===== config.mk =====
export PLATFORM = sky130hd
export DESIGN_NAME = variable_partition_allocator
export DESIGN_NICKNAME = d
export VERILOG_FILES = /design/src/vpa_pkg.sv /design/src/vpa_ctrl.sv /design/src/vpa_dp.sv /design/src/variable_partition_allocator.sv
export SDC_FILE = /design/constraint.sdc
export NUM_CORES = 2
export LEC_CHECK = 0
export ABC_AREA = 1
export BUFFER_PORTS_ARGS = -buffer_cell sky130_fd_sc_hd__buf_2
export CAP_MARGIN = 10
export CORE_MARGIN = 2
export CORE_UTILIZATION = 35
export DETAILED_ROUTE_END_ITERATION = 16
export PLACE_DENSITY = 0.58
export SYNTH_ARGS = -nofsm -noshare
export SYNTH_HDL_FRONTEND = slang
export SYNTH_SLANG_ARGS = --single-unit

===== constraint.sdc =====
create_clock -name i_clk -period 5.6 [get_ports i_clk]
set_input_delay 0.28 -clock i_clk [delete_from_list [all_inputs] [get_ports i_clk]]
set_output_delay 0.28 -clock i_clk [all_outputs]
set_load 0.1 [all_outputs]

===== src/vpa_pkg.sv =====
// ----------------------------------------------------------------------------
// vpa_pkg
// Shared constants, codes and controller/datapath interface structs.
// ----------------------------------------------------------------------------
`default_nettype none

package vpa_pkg;

    localparam int LEN_BITS  = 16;
    localparam int DATA_BITS = 16;

    localparam logic [15:0] RESET_MEM_SIZE = 16'd1024;
    localparam logic [15:0] RESET_MIN_FRAG = 16'd10;

    localparam logic [2:0] ST_OK         = 3'd0;
    localparam logic [2:0] ST_NO_SPACE   = 3'd1;
    localparam logic [2:0] ST_NOT_FOUND  = 3'd2;
    localparam logic [2:0] ST_TABLE_FULL = 3'd3;
    localparam logic [2:0] ST_BAD_SIZE   = 3'd4;

    localparam logic [1:0] CMD_ALLOC   = 2'd0;
    localparam logic [1:0] CMD_RELEASE = 2'd1;

    localparam logic [1:0] POL_BEST  = 2'd1;
    localparam logic [1:0] POL_WORST = 2'd2;

    localparam logic [1:0] CFG_POLICY   = 2'd0;
    localparam logic [1:0] CFG_MEM_SIZE = 2'd1;
    localparam logic [1:0] CFG_MIN_FRAG = 2'd2;

    // Commands from the controller to the datapath.
    typedef struct packed {
        logic       load;
        logic       pick;
        logic       cinit;
        logic       cstep;
        logic       slot;
        logic       grant;
        logic       find;
        logic       coal;
        logic       rel;
        logic       adv;
        logic       fin;
        logic [2:0] code;
    } t_dp_ctl;

    // Status from the datapath to the controller.
    typedef struct packed {
        logic is_alloc;
        logic is_release;
        logic size_zero;
        logic table_full;
        logic count_zero;
        logic free_last;
        logic found;
        logic total_ok;
        logic cmp_last;
        logic slot_done;
        logic pid_hit;
        logic find_last;
        logic rel_full;
    } t_dp_sts;

endpackage

`default_nettype wire


===== src/vpa_ctrl.sv =====
// ----------------------------------------------------------------------------
// vpa_ctrl
// Sequencer that steps the datapath through the scans of one request.
// ----------------------------------------------------------------------------
`default_nettype none

module vpa_ctrl (
    input  wire logic             i_clk,
    input  wire logic             i_rst_n,
    input  wire logic             i_start,
    output logic                  o_busy,
    input  wire vpa_pkg::t_dp_sts i_sts,
    output vpa_pkg::t_dp_ctl      o_ctl
);

    typedef enum logic [9:0] {
        S_IDLE    = 10'b00_0000_0001,
        S_CHECK   = 10'b00_0000_0010,
        S_PICK    = 10'b00_0000_0100,
        S_PICKEND = 10'b00_0000_1000,
        S_CMPT    = 10'b00_0001_0000,
        S_SLOT    = 10'b00_0010_0000,
        S_GRANT   = 10'b00_0100_0000,
        S_FIND    = 10'b00_1000_0000,
        S_COAL    = 10'b01_0000_0000,
        S_REL     = 10'b10_0000_0000
    } t_state;

    t_state r_state;
    t_state n_state;

    always_ff @(posedge i_clk) begin
        if (!i_rst_n) begin
            r_state <= S_IDLE;
        end else begin
            r_state <= n_state;
        end
    end

    assign o_busy = (r_state != S_IDLE);

    always_comb begin
        n_state = r_state;
        o_ctl   = '0;
        unique case (r_state)
            S_IDLE: begin
                if (i_start) begin
                    o_ctl.load = 1'b1;
                    n_state    = S_CHECK;
                end
            end
            S_CHECK: begin
                if (i_sts.is_alloc) begin
                    if (i_sts.size_zero) begin
                        o_ctl.fin  = 1'b1;
                        o_ctl.code = vpa_pkg::ST_BAD_SIZE;
                        n_state    = S_IDLE;
                    end else if (i_sts.table_full) begin
                        o_ctl.fin  = 1'b1;
                        o_ctl.code = vpa_pkg::ST_TABLE_FULL;
                        n_state    = S_IDLE;
                    end else begin
                        n_state = S_PICK;
                    end
                end else if (i_sts.count_zero) begin
                    o_ctl.fin  = 1'b1;
                    o_ctl.code = vpa_pkg::ST_NOT_FOUND;
                    n_state    = S_IDLE;
                end else begin
                    n_state = S_FIND;
                end
            end
            S_PICK: begin
                o_ctl.pick = 1'b1;
                if (i_sts.free_last) begin
                    n_state = S_PICKEND;
                end else begin
                    o_ctl.adv = 1'b1;
                end
            end
            S_PICKEND: begin
                if (i_sts.found) begin
                    n_state = S_SLOT;
                end else if (i_sts.total_ok) begin
                    o_ctl.cinit = 1'b1;
                    n_state     = i_sts.count_zero ? S_SLOT : S_CMPT;
                end else begin
                    o_ctl.fin  = 1'b1;
                    o_ctl.code = vpa_pkg::ST_NO_SPACE;
                    n_state    = S_IDLE;
                end
            end
            S_CMPT: begin
                o_ctl.cstep = 1'b1;
                if (i_sts.cmp_last) begin
                    n_state = S_SLOT;
                end else begin
                    o_ctl.adv = 1'b1;
                end
            end
            S_SLOT: begin
                o_ctl.slot = 1'b1;
                if (i_sts.slot_done) begin
                    n_state = S_GRANT;
                end else begin
                    o_ctl.adv = 1'b1;
                end
            end
            S_GRANT: begin
                o_ctl.grant = 1'b1;
                o_ctl.fin   = 1'b1;
                o_ctl.code  = vpa_pkg::ST_OK;
                n_state     = S_IDLE;
            end
            S_FIND: begin
                o_ctl.find = 1'b1;
                if (i_sts.pid_hit) begin
                    if (i_sts.is_release) begin
                        n_state = S_COAL;
                    end else begin
                        o_ctl.fin  = 1'b1;
                        o_ctl.code = vpa_pkg::ST_OK;
                        n_state    = S_IDLE;
                    end
                end else if (i_sts.find_last) begin
                    o_ctl.fin  = 1'b1;
                    o_ctl.code = vpa_pkg::ST_NOT_FOUND;
                    n_state    = S_IDLE;
                end else begin
                    o_ctl.adv = 1'b1;
                end
            end
            S_COAL: begin
                o_ctl.coal = 1'b1;
                if (i_sts.free_last) begin
                    n_state = S_REL;
                end else begin
                    o_ctl.adv = 1'b1;
                end
            end
            S_REL: begin
                o_ctl.rel  = 1'b1;
                o_ctl.fin  = 1'b1;
                o_ctl.code = i_sts.rel_full ? vpa_pkg::ST_NO_SPACE : vpa_pkg::ST_OK;
                n_state    = S_IDLE;
            end
            default: begin
                n_state = S_IDLE;
            end
        endcase
    end

endmodule

`default_nettype wire


===== src/vpa_dp.sv =====
// ----------------------------------------------------------------------------
// vpa_dp
// Free and used tables, scan counter, selection and result registers.
// ----------------------------------------------------------------------------
`default_nettype none

module vpa_dp #(
    parameter int FREE_ENTRIES = 16,
    parameter int USED_ENTRIES = 16,
    parameter int ADDR_BITS    = 16
) (
    input  wire logic             i_clk,
    input  wire logic             i_rst_n,
    input  wire logic             i_cfg_we,
    input  wire logic [1:0]       i_cfg_idx,
    input  wire logic [15:0]      i_cfg_wdata,
    input  wire logic [1:0]       i_command,
    input  wire logic [15:0]      i_request_size,
    input  wire logic [15:0]      i_target_pid,
    input  wire vpa_pkg::t_dp_ctl i_ctl,
    output vpa_pkg::t_dp_sts      o_sts,
    output logic                  o_done,
    output logic [2:0]            o_status,
    output logic [15:0]           o_process_id,
    output logic [15:0]           o_start_address,
    output logic [15:0]           o_granted_size,
    output logic                  o_compacted
);

    localparam int FW   = $clog2(FREE_ENTRIES);
    localparam int UW   = (USED_ENTRIES > 1) ? $clog2(USED_ENTRIES) : 1;
    localparam int CW   = $clog2(USED_ENTRIES + 1);
    localparam int MAXE = (FREE_ENTRIES > USED_ENTRIES) ? FREE_ENTRIES : USED_ENTRIES;
    localparam int IW   = $clog2(MAXE);
    localparam int KW   = (IW > CW) ? IW : CW;
    localparam int LW   = vpa_pkg::LEN_BITS;
    localparam int AW   = ADDR_BITS;
    localparam int SW   = ((AW > LW) ? AW : LW) + 1;
    localparam int TW   = LW + FW;

    // Tables.
    logic [AW-1:0]           r_fstart [FREE_ENTRIES];
    logic [LW-1:0]           r_flen   [FREE_ENTRIES];
    logic [FREE_ENTRIES-1:0] r_fvalid;
    logic [15:0]             r_upid   [USED_ENTRIES];
    logic [AW-1:0]           r_ustart [USED_ENTRIES];
    logic [LW-1:0]           r_ulen   [USED_ENTRIES];
    logic [USED_ENTRIES-1:0] r_ulive;
    logic [UW-1:0]           r_age    [USED_ENTRIES];
    logic [CW-1:0]           r_count;

    // Configuration and request.
    logic [1:0]    r_policy;
    logic [LW-1:0] r_min_frag;
    logic [1:0]    r_cmd;
    logic [15:0]   r_size;
    logic [15:0]   r_target;
    logic [15:0]   r_next_pid;

    // Scan state.
    logic [IW-1:0] r_idx;
    logic          r_found;
    logic [FW-1:0] r_best_idx;
    logic [LW-1:0] r_best_len;
    logic [AW-1:0] r_best_start;
    logic [TW-1:0] r_total;
    logic [TW-1:0] r_caddr;
    logic [UW-1:0] r_slot;
    logic          r_comp;
    logic [UW-1:0] r_hit_k;
    logic [UW-1:0] r_hit_slot;
    logic [AW-1:0] r_rstart;
    logic [LW-1:0] r_rlen;
    logic          r_prev_ok;
    logic [FW-1:0] r_prev;
    logic [LW-1:0] r_prev_len;
    logic          r_next_ok;
    logic [FW-1:0] r_next;
    logic [LW-1:0] r_next_len;
    logic          r_empty_ok;
    logic [FW-1:0] r_empty;

    // Result registers.
    logic          r_done;
    logic [2:0]    r_o_status;
    logic [15:0]   r_o_pid;
    logic [15:0]   r_o_start;
    logic [15:0]   r_o_len;
    logic          r_o_comp;

    logic [FW-1:0] fi;
    logic [UW-1:0] ui;
    logic [UW-1:0] age_slot;
    logic [LW-1:0] e_len;
    logic [AW-1:0] e_st;
    logic          e_val;
    logic          fits;
    logic          better;
    logic          take;
    logic [LW-1:0] rem;
    logic          split;
    logic [LW-1:0] granted;
    logic [SW-1:0] e_end;
    logic [SW-1:0] rel_end;
    logic          prev_hit;
    logic          next_hit;
    logic          rel_full;
    logic          memsize_we;
    logic          look_hit;

    assign fi       = r_idx[FW-1:0];
    assign ui       = r_idx[UW-1:0];
    assign age_slot = r_age[ui];
    assign e_len    = r_flen[fi];
    assign e_st     = r_fstart[fi];
    assign e_val    = r_fvalid[fi];
    assign fits     = e_val && (e_len >= r_size);

    // Policy compare against the current best; ties keep the lower address.
    always_comb begin
        if (r_policy == vpa_pkg::POL_BEST) begin
            better = (e_len < r_best_len) || ((e_len == r_best_len) && (e_st < r_best_start));
        end else if (r_policy == vpa_pkg::POL_WORST) begin
            better = (e_len > r_best_len) || ((e_len == r_best_len) && (e_st < r_best_start));
        end else begin
            better = (e_st < r_best_start);
        end
    end

    assign take    = fits && (!r_found || better);
    assign rem     = r_best_len - r_size;
    assign split   = (rem != '0) && (rem >= r_min_frag);
    assign granted = split ? r_size : r_best_len;

    assign e_end    = SW'(e_st) + SW'(e_len);
    assign rel_end  = SW'(r_rstart) + SW'(r_rlen);
    assign prev_hit = e_val && (e_end == SW'(r_rstart));
    assign next_hit = e_val && !prev_hit && (SW'(e_st) == rel_end);
    assign rel_full = !r_prev_ok && !r_next_ok && !r_empty_ok;

    assign memsize_we = i_cfg_we && (i_cfg_idx == vpa_pkg::CFG_MEM_SIZE);

    // A lookup finishes in the cycle of its match, so its block is taken
    // straight from the used table.
    assign look_hit = i_ctl.find && o_sts.pid_hit;

    always_comb begin
        o_sts.is_alloc   = (r_cmd == vpa_pkg::CMD_ALLOC);
        o_sts.is_release = (r_cmd == vpa_pkg::CMD_RELEASE);
        o_sts.size_zero  = (r_size == '0);
        o_sts.table_full = (r_count == CW'(USED_ENTRIES));
        o_sts.count_zero = (r_count == '0);
        o_sts.free_last  = (r_idx == IW'(FREE_ENTRIES - 1));
        o_sts.found      = r_found;
        o_sts.total_ok   = (r_total >= TW'(r_size));
        o_sts.cmp_last   = ((KW'(r_idx) + KW'(1)) == KW'(r_count));
        o_sts.slot_done  = !r_ulive[ui] || (KW'(r_idx) == KW'(USED_ENTRIES - 1));
        o_sts.pid_hit    = (r_upid[age_slot] == r_target);
        o_sts.find_last  = ((KW'(r_idx) + KW'(1)) == KW'(r_count));
        o_sts.rel_full   = rel_full;
    end

    // Free table: entry 0 holds the whole space after reset.
    always_ff @(posedge i_clk) begin
        if (!i_rst_n) begin
            r_fvalid    <= FREE_ENTRIES'(1);
            r_fstart[0] <= '0;
            r_flen[0]   <= LW'(vpa_pkg::RESET_MEM_SIZE);
        end else if (memsize_we) begin
            r_fvalid    <= (i_cfg_wdata != '0) ? FREE_ENTRIES'(1) : '0;
            r_fstart[0] <= '0;
            r_flen[0]   <= LW'(i_cfg_wdata);
        end else if (i_ctl.cinit) begin
            r_fvalid    <= FREE_ENTRIES'(1);
            r_fstart[0] <= '0;
            r_flen[0]   <= r_total[LW-1:0];
        end else if (i_ctl.grant) begin
            if (split) begin
                r_fstart[r_best_idx] <= r_best_start + AW'(r_size);
                r_flen[r_best_idx]   <= rem;
            end else begin
                r_fvalid[r_best_idx] <= 1'b0;
            end
        end else if (i_ctl.rel) begin
            if (r_prev_ok && r_next_ok) begin
                r_flen[r_prev]   <= r_prev_len + r_rlen + r_next_len;
                r_fvalid[r_next] <= 1'b0;
            end else if (r_prev_ok) begin
                r_flen[r_prev] <= r_prev_len + r_rlen;
            end else if (r_next_ok) begin
                r_fstart[r_next] <= r_rstart;
                r_flen[r_next]   <= r_next_len + r_rlen;
            end else if (r_empty_ok) begin
                r_fvalid[r_empty] <= 1'b1;
                r_fstart[r_empty] <= r_rstart;
                r_flen[r_empty]   <= r_rlen;
            end
        end
    end

    // Used table payload.
    always_ff @(posedge i_clk) begin
        if (i_ctl.cstep) begin
            r_ustart[age_slot] <= AW'(r_caddr);
        end
        if (i_ctl.grant) begin
            r_upid[r_slot]   <= r_next_pid;
            r_ustart[r_slot] <= r_best_start;
            r_ulen[r_slot]   <= granted;
        end
    end

    // Live slots and the newest-first age list.
    always_ff @(posedge i_clk) begin
        if (!i_rst_n) begin
            r_ulive <= '0;
            r_count <= '0;
        end else if (memsize_we) begin
            r_ulive <= '0;
            r_count <= '0;
        end else if (i_ctl.grant) begin
            r_ulive[r_slot] <= 1'b1;
            r_count         <= r_count + CW'(1);
            r_age[0]        <= r_slot;
            for (int k = 1; k < USED_ENTRIES; k++) begin
                r_age[k] <= r_age[k-1];
            end
        end else if (i_ctl.rel && !rel_full) begin
            r_ulive[r_hit_slot] <= 1'b0;
            r_count             <= r_count - CW'(1);
            for (int j = 0; j < USED_ENTRIES - 1; j++) begin
                if (UW'(j) >= r_hit_k) begin
                    r_age[j] <= r_age[j+1];
                end
            end
        end
    end

    // Request, scan and result registers.
    always_ff @(posedge i_clk) begin
        if (!i_rst_n) begin
            r_policy   <= '0;
            r_min_frag <= LW'(vpa_pkg::RESET_MIN_FRAG);
            r_next_pid <= '0;
            r_idx      <= '0;
            r_done     <= 1'b0;
        end else begin
            if (i_cfg_we) begin
                case (i_cfg_idx)
                    vpa_pkg::CFG_POLICY:   r_policy   <= i_cfg_wdata[1:0];
                    vpa_pkg::CFG_MIN_FRAG: r_min_frag <= LW'(i_cfg_wdata);
                    default: ;
                endcase
            end

            r_done <= i_ctl.fin;
            r_idx  <= i_ctl.adv ? (r_idx + IW'(1)) : '0;

            if (i_ctl.load) begin
                r_cmd      <= i_command;
                r_size     <= i_request_size;
                r_target   <= i_target_pid;
                r_found    <= 1'b0;
                r_total    <= '0;
                r_comp     <= 1'b0;
                r_rstart   <= '0;
                r_rlen     <= '0;
                r_prev_ok  <= 1'b0;
                r_next_ok  <= 1'b0;
                r_empty_ok <= 1'b0;
                if (i_command == vpa_pkg::CMD_ALLOC) begin
                    r_next_pid <= r_next_pid + 16'd1;
                end
            end

            if (i_ctl.pick) begin
                if (take) begin
                    r_found      <= 1'b1;
                    r_best_idx   <= fi;
                    r_best_len   <= e_len;
                    r_best_start <= e_st;
                end
                if (e_val) begin
                    r_total <= r_total + TW'(e_len);
                end
            end

            if (i_ctl.cinit) begin
                r_best_idx   <= '0;
                r_best_len   <= r_total[LW-1:0];
                r_best_start <= '0;
                r_comp       <= 1'b1;
                r_caddr      <= r_total;
            end

            if (i_ctl.cstep) begin
                r_caddr <= r_caddr + TW'(r_ulen[age_slot]);
            end

            if (i_ctl.slot) begin
                r_slot <= ui;
            end

            if (look_hit) begin
                r_hit_k    <= ui;
                r_hit_slot <= age_slot;
                r_rstart   <= r_ustart[age_slot];
                r_rlen     <= r_ulen[age_slot];
            end

            if (i_ctl.coal) begin
                if (prev_hit) begin
                    r_prev_ok  <= 1'b1;
                    r_prev     <= fi;
                    r_prev_len <= e_len;
                end
                if (next_hit) begin
                    r_next_ok  <= 1'b1;
                    r_next     <= fi;
                    r_next_len <= e_len;
                end
                if (!e_val && !r_empty_ok) begin
                    r_empty_ok <= 1'b1;
                    r_empty    <= fi;
                end
            end

            if (i_ctl.fin) begin
                r_o_status <= i_ctl.code;
                r_o_pid    <= o_sts.is_alloc ? r_next_pid : r_target;
                if (i_ctl.grant) begin
                    r_o_start <= 16'(r_best_start);
                    r_o_len   <= 16'(granted);
                end else if (look_hit) begin
                    r_o_start <= 16'(r_ustart[age_slot]);
                    r_o_len   <= 16'(r_ulen[age_slot]);
                end else begin
                    r_o_start <= 16'(r_rstart);
                    r_o_len   <= 16'(r_rlen);
                end
                r_o_comp   <= r_comp;
            end
        end
    end

    assign o_done          = r_done;
    assign o_status        = r_o_status;
    assign o_process_id    = r_o_pid;
    assign o_start_address = r_o_start;
    assign o_granted_size  = r_o_len;
    assign o_compacted     = r_o_comp;

endmodule

`default_nettype wire


===== src/variable_partition_allocator.sv =====
// ----------------------------------------------------------------------------
// variable_partition_allocator
// First, best or worst fit allocator with release coalescing and compaction.
// ----------------------------------------------------------------------------
// A lookup scans the age list, newest first, until it matches; a release
// adds a scan of the free table for neighbors; an allocate scans the free
// table, then the used table for a free slot, plus a compaction pass over the
// live blocks when it compacts. One request at a time: o_busy is high until the
// result beat, which is shown for one cycle and cannot be stalled. Sync reset
// leaves one free block [0, 1024), no live blocks, policy first fit.
// ----------------------------------------------------------------------------
`default_nettype none

module variable_partition_allocator #(
    parameter int FREE_ENTRIES = 16,
    parameter int USED_ENTRIES = 16,
    parameter int ADDR_BITS    = 16
) (
    input  wire logic        i_clk,
    input  wire logic        i_rst_n,
    // Configuration write port: 0 policy, 1 memory size, 2 minimum fragment.
    input  wire logic        i_cfg_we,
    input  wire logic [1:0]  i_cfg_idx,
    input  wire logic [15:0] i_cfg_wdata,
    // Request beat, taken when i_start is high and o_busy is low.
    input  wire logic        i_start,
    output logic             o_busy,
    input  wire logic [1:0]  i_command,
    input  wire logic [15:0] i_request_size,
    input  wire logic [15:0] i_target_pid,
    // Result beat, valid for the single cycle o_done is high.
    output logic             o_done,
    output logic [2:0]       o_status,
    output logic [15:0]      o_process_id,
    output logic [15:0]      o_start_address,
    output logic [15:0]      o_granted_size,
    output logic             o_compacted
);

    // The controller walks each request through its scans; the datapath owns
    // the tables and does one table entry of work per cycle.
    vpa_pkg::t_dp_ctl ctl;
    vpa_pkg::t_dp_sts sts;

    vpa_ctrl u_ctrl (
        .i_clk   (i_clk),
        .i_rst_n (i_rst_n),
        .i_start (i_start),
        .o_busy  (o_busy),
        .i_sts   (sts),
        .o_ctl   (ctl)
    );

    vpa_dp #(
        .FREE_ENTRIES (FREE_ENTRIES),
        .USED_ENTRIES (USED_ENTRIES),
        .ADDR_BITS    (ADDR_BITS)
    ) u_dp (
        .i_clk           (i_clk),
        .i_rst_n         (i_rst_n),
        .i_cfg_we        (i_cfg_we),
        .i_cfg_idx       (i_cfg_idx),
        .i_cfg_wdata     (i_cfg_wdata),
        .i_command       (i_command),
        .i_request_size  (i_request_size),
        .i_target_pid    (i_target_pid),
        .i_ctl           (ctl),
        .o_sts           (sts),
        .o_done          (o_done),
        .o_status        (o_status),
        .o_process_id    (o_process_id),
        .o_start_address (o_start_address),
        .o_granted_size  (o_granted_size),
        .o_compacted     (o_compacted)
    );

endmodule

`default_nettype wire


# Yosys cells after proc, flatten, opt, wreduce, memory -nomap -nowiden
# Memories as Yosys holds them, arrays and structs flattened. A register that Yosys moved wholly into a read port is not among the register bits.
# Index checks and enable logic that the tools add are counted.
[word_totals] regBits=341 mem_bits_rw=1344 in_bits=56 out_inout_bits=54 elab_cells=523 n_memories=6
[memory_table] memory="u_dp.r_flen" words=16 width=16 read_ports=1 rd_clocked_by_memory_dff=1 write_ports=1 line="vpa_dp.sv:43" rtl="logic [LW-1:0] r_flen [FREE_ENTRIES];"
[memory_table] memory="u_dp.r_fstart" words=16 width=16 read_ports=1 rd_clocked_by_memory_dff=1 write_ports=1 line="vpa_dp.sv:42" rtl="logic [AW-1:0] r_fstart [FREE_ENTRIES];"
[memory_table] memory="u_dp.r_ulen" words=16 width=16 read_ports=1 rd_clocked_by_memory_dff=0 write_ports=1 line="vpa_dp.sv:47" rtl="logic [LW-1:0] r_ulen [USED_ENTRIES];"
[memory_table] memory="u_dp.r_upid" words=16 width=16 read_ports=1 rd_clocked_by_memory_dff=0 write_ports=1 line="vpa_dp.sv:45" rtl="logic [15:0] r_upid [USED_ENTRIES];"
[memory_table] memory="u_dp.r_ustart" words=16 width=16 read_ports=1 rd_clocked_by_memory_dff=0 write_ports=1 line="vpa_dp.sv:46" rtl="logic [AW-1:0] r_ustart [USED_ENTRIES];"
[memory_table] memory="u_dp.r_age" words=16 width=4 read_ports=17 rd_clocked_by_memory_dff=1 write_ports=16 line="vpa_dp.sv:49" rtl="logic [UW-1:0] r_age [USED_ENTRIES];"
[classes] n_addsub=14 order_cmp=32 n_eq_ne=32 muxes=300 n_bitwise=29 reduce_logical=73
[op_table] op="$mux 16" count=38
[op_table] op="$mux 1" count=193
[op_table] op="$mux 4" count=37
[op_table] op="$reduce_or 16->1" count=8
[op_table] op="$mux 10" count=11
[op_table] op="$mux 20" count=5
[op_table] op="$pmux 10 s8" count=1
[op_table] op="$add 16x16->16" count=4
[op_table] op="$and 16x16->16" count=3
[op_table] op="$not 16->16" count=3
[op_table] op="$add 20x16->20" count=2
[op_table] op="$add 16x16->17" count=2
[op_table] op="$eq 16x16->1" count=2
[op_table] op="$ge 16x16->1" count=2
[op_table] op="$lt 16x16->1" count=2
[op_table] op="$or 16x16->16" count=2
[op_table] op="$reduce_bool 16->1" count=2
[op_table] op="$lt 4x5->1 const B" count=6
[op_table] op="$ge 4x4->1 const A" count=7
[op_table] op="$reduce_and 2->1" count=11
[op_table] op="$demux 1 s4" count=5
[op_table] op="$ge 20x16->1" count=1
[op_table] op="$ge 4x1->1 const B" count=5
[op_table] op="$or 1x1->1" count=20
[op_table] op="other kinds (54)" count=108

# Depth between registers and ports, before layout
[depth] depth_word=14 depth_mapped=33 depth_no_buf=27

# Cells and area by module
# From an unflattened synthesis, not the netlist that was laid out.
[unflattened] hier_cells=7796 area_unflattened_um2=80194.4
[by_module_without_submodules] module="vpa_dp" n_inst=1 cells_per_inst=7623 area_per_inst_um2=79192.2
[by_module_without_submodules] module="vpa_ctrl" n_inst=1 cells_per_inst=173 area_per_inst_um2=1002.2

# Worst setup path after synthesis
# OpenSTA, ideal clock, no wires.
[synth_timing] path_type="register to register" startpoint="reg u_dp.r_idx[0] (netlist: u_dp.fi[0])" endpoint="reg u_dp.r_prev[0] (enable)" setup_time_ns=0.397 t_arrival_ns=5.490 setup_slack_ns=-0.287 path_stages_with_launch=30 path_buffers=9 path_cell_list="dfxtp_1 -> buf_6 -> inv_2 -> buf_6 -> buf_6 -> buf_4 -> buf_2 -> buf_2 -> buf_2 -> buf_2 -> buf_1 -> nor2_1 -> o221ai_1 -> nand3_1 -> nand2_1 -> ha_1 -> inv_1 -> fa_1 -> o21ai_0 -> nand4_1 -> o211ai_1 -> a21boi_0 -> o21ai_0 -> nand2_1 -> nand2_1 -> xor2_1 -> nand4_1 -> nor2_1 -> nand3b_1 -> nor2_1"
[synth_via] elab_chain_len=4
[synth_lines] element="start, declared" line="vpa_dp.sv:61" rtl="logic [IW-1:0] r_idx;"
[synth_lines] element="start signal, assigned" line="vpa_dp.sv:257" rtl="r_idx <= i_ctl.adv ? (r_idx + IW'(1)) : '0;"
[synth_lines] element="$bmux 1 s4" line="vpa_dp.sv:116" rtl="assign e_val = r_fvalid[fi];"
[synth_lines] element="$mux 1 (not written as such)" line="vpa_dp.sv:116"
[synth_lines] element="$logic_and 1x1->1" line="vpa_dp.sv:137" rtl="assign prev_hit = e_val && (e_end == SW'(r_rstart));"
[synth_lines] element="$reduce_and 3->1 (no source line)"
[synth_lines] element="end signal, assigned" line="vpa_dp.sv:314" rtl="r_prev <= fi;"
[synth_lines] element="end, declared" line="vpa_dp.sv:75" rtl="logic [FW-1:0] r_prev;"
# No other way between the ends. The select of a mux whose other input is x is not followed.
# A chain may end at the register's enable or synchronous reset.

# Final worst setup path
[layout_timing] startpoint="reg u_dp.r_idx[0] (netlist: u_dp.fi[0])" endpoint="reg u_dp.r_prev_len[14] (enable)"
[layout_via] elab_chain_len=4
[layout_lines] element="$bmux 1 s4" line="vpa_dp.sv:116"
[layout_lines] element="$mux 1 (not written as such)" line="vpa_dp.sv:116"
[layout_lines] element="$logic_and 1x1->1" line="vpa_dp.sv:137"
[layout_lines] element="$reduce_and 3->1 (no source line)"
[layout_lines] element="end signal, assigned" line="vpa_dp.sv:315" rtl="r_prev_len <= e_len;"
[layout_lines] element="end, declared" line="vpa_dp.sv:76" rtl="logic [LW-1:0] r_prev_len;"
# No other way between the ends. The select of a mux whose other input is x is not followed.

==> results.md <==
Logic synthesis:
- In the synthesized netlist the async set-or-reset flop fraction comes to 0%.
- The gate count after technology mapping is 7077.
- The share of synthesized area occupied by flip-flops and latches is 63.71%.
- In this run the cell area of the synthesized design comes to roughly 0.08 mm^2.
- The number of nets handed over by synthesis was 7365.
- The synthesized design spends more area on one cell type than any other, namely sky130_fd_sc_hd__edfxtp_1.
- In the post-synthesis netlist, the biggest area contributors are sky130_fd_sc_hd__edfxtp_1, sky130_fd_sc_hd__nand2_1, sky130_fd_sc_hd__o21ai_0, sky130_fd_sc_hd__nor2_1, sky130_fd_sc_hd__ha_1.
- Yosys mapped a number of flops with a built-in enable equal to approximately 1600.
- The total of flip-flops plus latches after synthesis is 1681.
- The most used flip-flop cell after synthesis is sky130_fd_sc_hd__edfxtp_1.
- The per-instance average area after synthesis is 11.01 um^2.
- Synthesis instantiated 56 different standard cells from the library.
- In this run the biggest area consumer among cell types represents roughly three fifths of the synthesized area.
- Sorting the synthesized cells by how often they occur yields sky130_fd_sc_hd__edfxtp_1, sky130_fd_sc_hd__nand2_1, sky130_fd_sc_hd__nor2_1.
- Yosys printed 0 warnings.
- The dominant cell by count in the synthesized netlist is sky130_fd_sc_hd__edfxtp_1.

Layout:
- The final core utilization is roughly two fifths.
- The synthesis-to-layout area growth is 15.48%.
- At the end of the flow, the number of nets in the layout was about 7600.
- The number of fillers in the final layout is 21040.
- The number of standard cells in the layout, taps in and fillers out is 10440.
- The post-route cell area is 0.08994 mm^2.
- Cells with a size suffix above 1 make up about a tenth of the layout.

Clock tree:
- The number of post-CTS setup repair buffers is 0.
- Buffers inserted during clock tree synthesis total around 170.
- For the worst-skew pair, the clock arrives at the later sink with an insertion delay of 0.84 ns.
- The tree is rooted in a sky130_fd_sc_hd__clkbuf_16.
- The TritonCTS clock tree is built.
- The clock transition time at the flip-flop clock pins of the worst setup and hold paths is 0.07 ns.
- No sink is reached through more buffers than the 3 on the longest clock path.
- The H-tree was split into 4 levels.
- CTS saw 1681 sinks.

Drt:
- The total length of routed wires is 250400 um.
- In the routed design, unresolved DRC markers number 0.
- Using the TritonRoute via totals, the vias-per-cell ratio works out to 5.475.
- The wire length per cell is 23.98 um.
- The first-pass iteration count of the detailed router is 6.
- The residual antenna-violating net count after detailed routing is 0.
- Summing over every cut layer, the via total after detailed routing is 57190.
- The number of DRC violations after detailed-routing iteration 0 is 6569.

GRT:
- The initial antenna violation count was 5.
- The pin count of the biggest net entering global routing is approximately 120.
- The remaining global-route overflow is 0.
- The via count of the first global-routing pass came to 54310.
- The wire length of the first global-routing pass is 362900 um.
- Global routing consumed, over all layers together, 21.55% of the routing resources.

Die:
- The standard-cell row count is 173.
- The die area is approximately 0.23 mm^2.
- The die is 475.7 um wide.
- The vertical die dimension is 475.7 um.
- During I/O placement, the number of pins put on the boundary was 110.
- In this run the standard cell core region covers roughly 0.22 mm^2.
- The effective utilization at floorplan is 35.14%.

Critical path:
- The data arrival time at the worst-slack endpoint is about 5.7 ns.
- The worst setup path is captured at a flip-flop.
- The startpoint type of the worst setup path is a flip-flop.
- The critical setup path kind is flip-flop to flip-flop.
- The required time at the worst-slack endpoint is 6.09 ns.
- The worst-path maximum fanout is approximately 110.
- The count of cells along the worst register-to-register path is 22.

Place:
- The number of placed instances, taps included, is a little over 10000.
- Before CTS, the worst setup slack after placement is 0.3460 ns.
- The congestion estimate from routability-driven global placement came to 0.9828.
- The placed instances occupy a cell area of 0.08332 mm^2.
- The detailed placement HPWL is about 160000 um.
- The count of buffers from port buffering is 109.

STA:
- Counting I/O delays and the setup requirement, the final critical path takes 5.213 ns.
- Clock skew on the completed layout was measured at 0.05873 ns.
- Setup violations remaining at the end of the flow were counted as 0.
- The worst slew margin relative to its limit is a little over a fifth.
- For the pin with the worst max-slew slack, the measured transition is 1.188 ns.
- Static timing analysis puts the maximum clock frequency at 191.8 MHz.
- The final-layout setup total negative slack is 0 ns.
- The final hold violation count was 0.
- After layout, the worst path uses 93.09% of the clock period.
- The number of slew-limit violations in the final report is 0.
- Setup slack on the critical path of the routed design comes to 0.3871 ns.
- Setup repair after global routing left no endpoint under its margin.

Power and ir drop:
- The leakage dissipation is 32.87 nW.
- The worst IR drop on VDD is 0.2921 mV.
- The power density over the cells is ~350 mW/mm^2.

Outcome:
- The run finished with clean final reports.

Flow run:
- The tool flagged a number of max-cap violations equal to 0.

Hold path:
- The worst hold path passes through 5 cells.
- The worst min-delay path category is input port to flip-flop.
==> state kept, by name (all words and copies together) (netlist names), 20 cells and up <==
name / count
u_dp.r_age: 64
u_dp.r_flen: 256
u_dp.r_fstart: 256
u_dp.r_total: 20
u_dp.r_ulen: 256
u_dp.r_upid: 256
u_dp.r_ustart: 256
==> worst paths after layout <==
kind | from | slack (ns) | end
setup / recovery | u_dp.fi[0]$_SDFF_PN0_ | 0.39 | u_dp.r_prev_len[14]$_DFFE_PP_
hold / removal | i_cfg_idx[1] | 0.08 | u_dp.r_min_frag[0]$_SDFFE_PN0P_
setup reg to reg | u_dp.fi[0]$_SDFF_PN0_ | 0.39 | u_dp.r_prev_len[14]$_DFFE_PP_
hold reg to reg | u_dp.r_comp$_SDFFCE_PP1P_ | 0.44 | u_dp.o_compacted$_DFFE_PP_
==> what timing repair did <==
item	in CTS	in global routing
hold buffers	57	0
endpoints found under the setup margin	0	54
endpoints found under the hold margin	56	0
resized for setup	0	14
==> through the flow <==
| stage | power [W] | hold WS (ns) |
|---|---|---|
| CTS | 0.03163 | 0.04490 |
| global placement | 0.01944 | 0.4184 |
| detailed placement | 0.01951 | 0.4290 |
| finish | 0.03154 | 0.08285 |
| floorplan | 0.01770 | 0.3789 |
| global route | 0.03265 | 0.1079 |
==> critical path: stages (launching register included) <==
cell,delay (ns)
sky130_fd_sc_hd__dfxtp_4,0.49
sky130_fd_sc_hd__buf_16,0.35
sky130_fd_sc_hd__buf_16,0.36
sky130_fd_sc_hd__o21ai_0,0.15
sky130_fd_sc_hd__o22ai_1,0.22
sky130_fd_sc_hd__o211ai_1,0.10
sky130_fd_sc_hd__nand2_1,0.23
sky130_fd_sc_hd__ha_1,0.32
sky130_fd_sc_hd__a21oi_1,0.19
sky130_fd_sc_hd__o21ai_0,0.10
sky130_fd_sc_hd__a21oi_1,0.21
sky130_fd_sc_hd__o21ai_0,0.18
sky130_fd_sc_hd__a21boi_1,0.24
sky130_fd_sc_hd__o21ai_0,0.17
sky130_fd_sc_hd__nand2_1,0.09
sky130_fd_sc_hd__nand2_1,0.08
sky130_fd_sc_hd__or2_2,0.29
sky130_fd_sc_hd__nand3_1,0.08
sky130_fd_sc_hd__nand4_1,0.11
sky130_fd_sc_hd__nor2_1,0.16
sky130_fd_sc_hd__nand3b_1,0.17
sky130_fd_sc_hd__nor2_2,0.16
sky130_fd_sc_hd__buf_12,0.19
==> cell type report <==
| cell class | instances | area [um^2] | area share [%] |
|---|---|---|---|
| repair buffers | 435 | 3621 | 4.026 |
| multi-input cells | 4565 | 25220 | 28.04 |
| well taps | 2975 | 3722 | 4.139 |
| flip-flops and latches | 1681 | 49630 | 55.18 |
| inverters | 467 | 1777 | 1.975 |
| diodes | 2 | 5.005 | 0.005564 |
| clock inverters | 114 | 1493 | 1.660 |
| clock buffers | 205 | 4479 | 4.980 |
==> per-layer routing <==
metal  vias to the layer above  wire length (um)  track usage (%)
li1                      26090                 -                -
met1                     28280            106100            29.68
met2                      2416            116000            34.30
met3                       396             18800            3.343
met4                         0              9545            8.031
met5                         -                 0                0
==> power breakdown <==
group | leakage [nW] | internal, W | total [W] | switching [W]
Sequential | 15.2 | 0.0143 | 0.0147 | 0.000337
Combinational | 14.8 | 0.00146 | 0.00473 | 0.00327
Clock | 2.88 | 0.00702 | 0.0121 | 0.00511
==> cells by family after synthesis <==
kind of cell	synth area share, %
compound gates	12.19
xor+xnor	1.529
fa+ha+maj	3.823
buf+inv	4.403
flops	63.71
mux	0.8836
simple gates	13.46
==> cells in the final DEF (no fill, tap or decap), drive strengths merged, types with 7 or more instances in the layout <==
master | netlist | layout
buf | 154 | 378
xor2 | 91 | 91
a21oi | 368 | 368
o21bai | 12 | 12
a31oi | 17 | 17
a21boi | 9 | 9
xnor2 | 45 | 45
nand4 | 53 | 53
o32ai | 37 | 37
bufinv | 0 | 27
or2 | 13 | 13
nand3 | 493 | 493
o211ai | 107 | 107
dlygate4sd3 | 0 | 57
inv | 464 | 467
a21o | 7 | 7
nand2 | 1040 | 1040
edfxtp | 1595 | 1595
o21ai | 774 | 774
clkbuf | 210 | 205
dfxtp | 86 | 86
clkinv | 3 | 81
fa | 10 | 10
a211oi | 13 | 13
nor2 | 798 | 798
o22ai | 102 | 102
nor4 | 26 | 26
ha | 222 | 222
mux2i | 62 | 62
nor3 | 82 | 82
o221ai | 148 | 148
(Power assumes the default switching activity.)
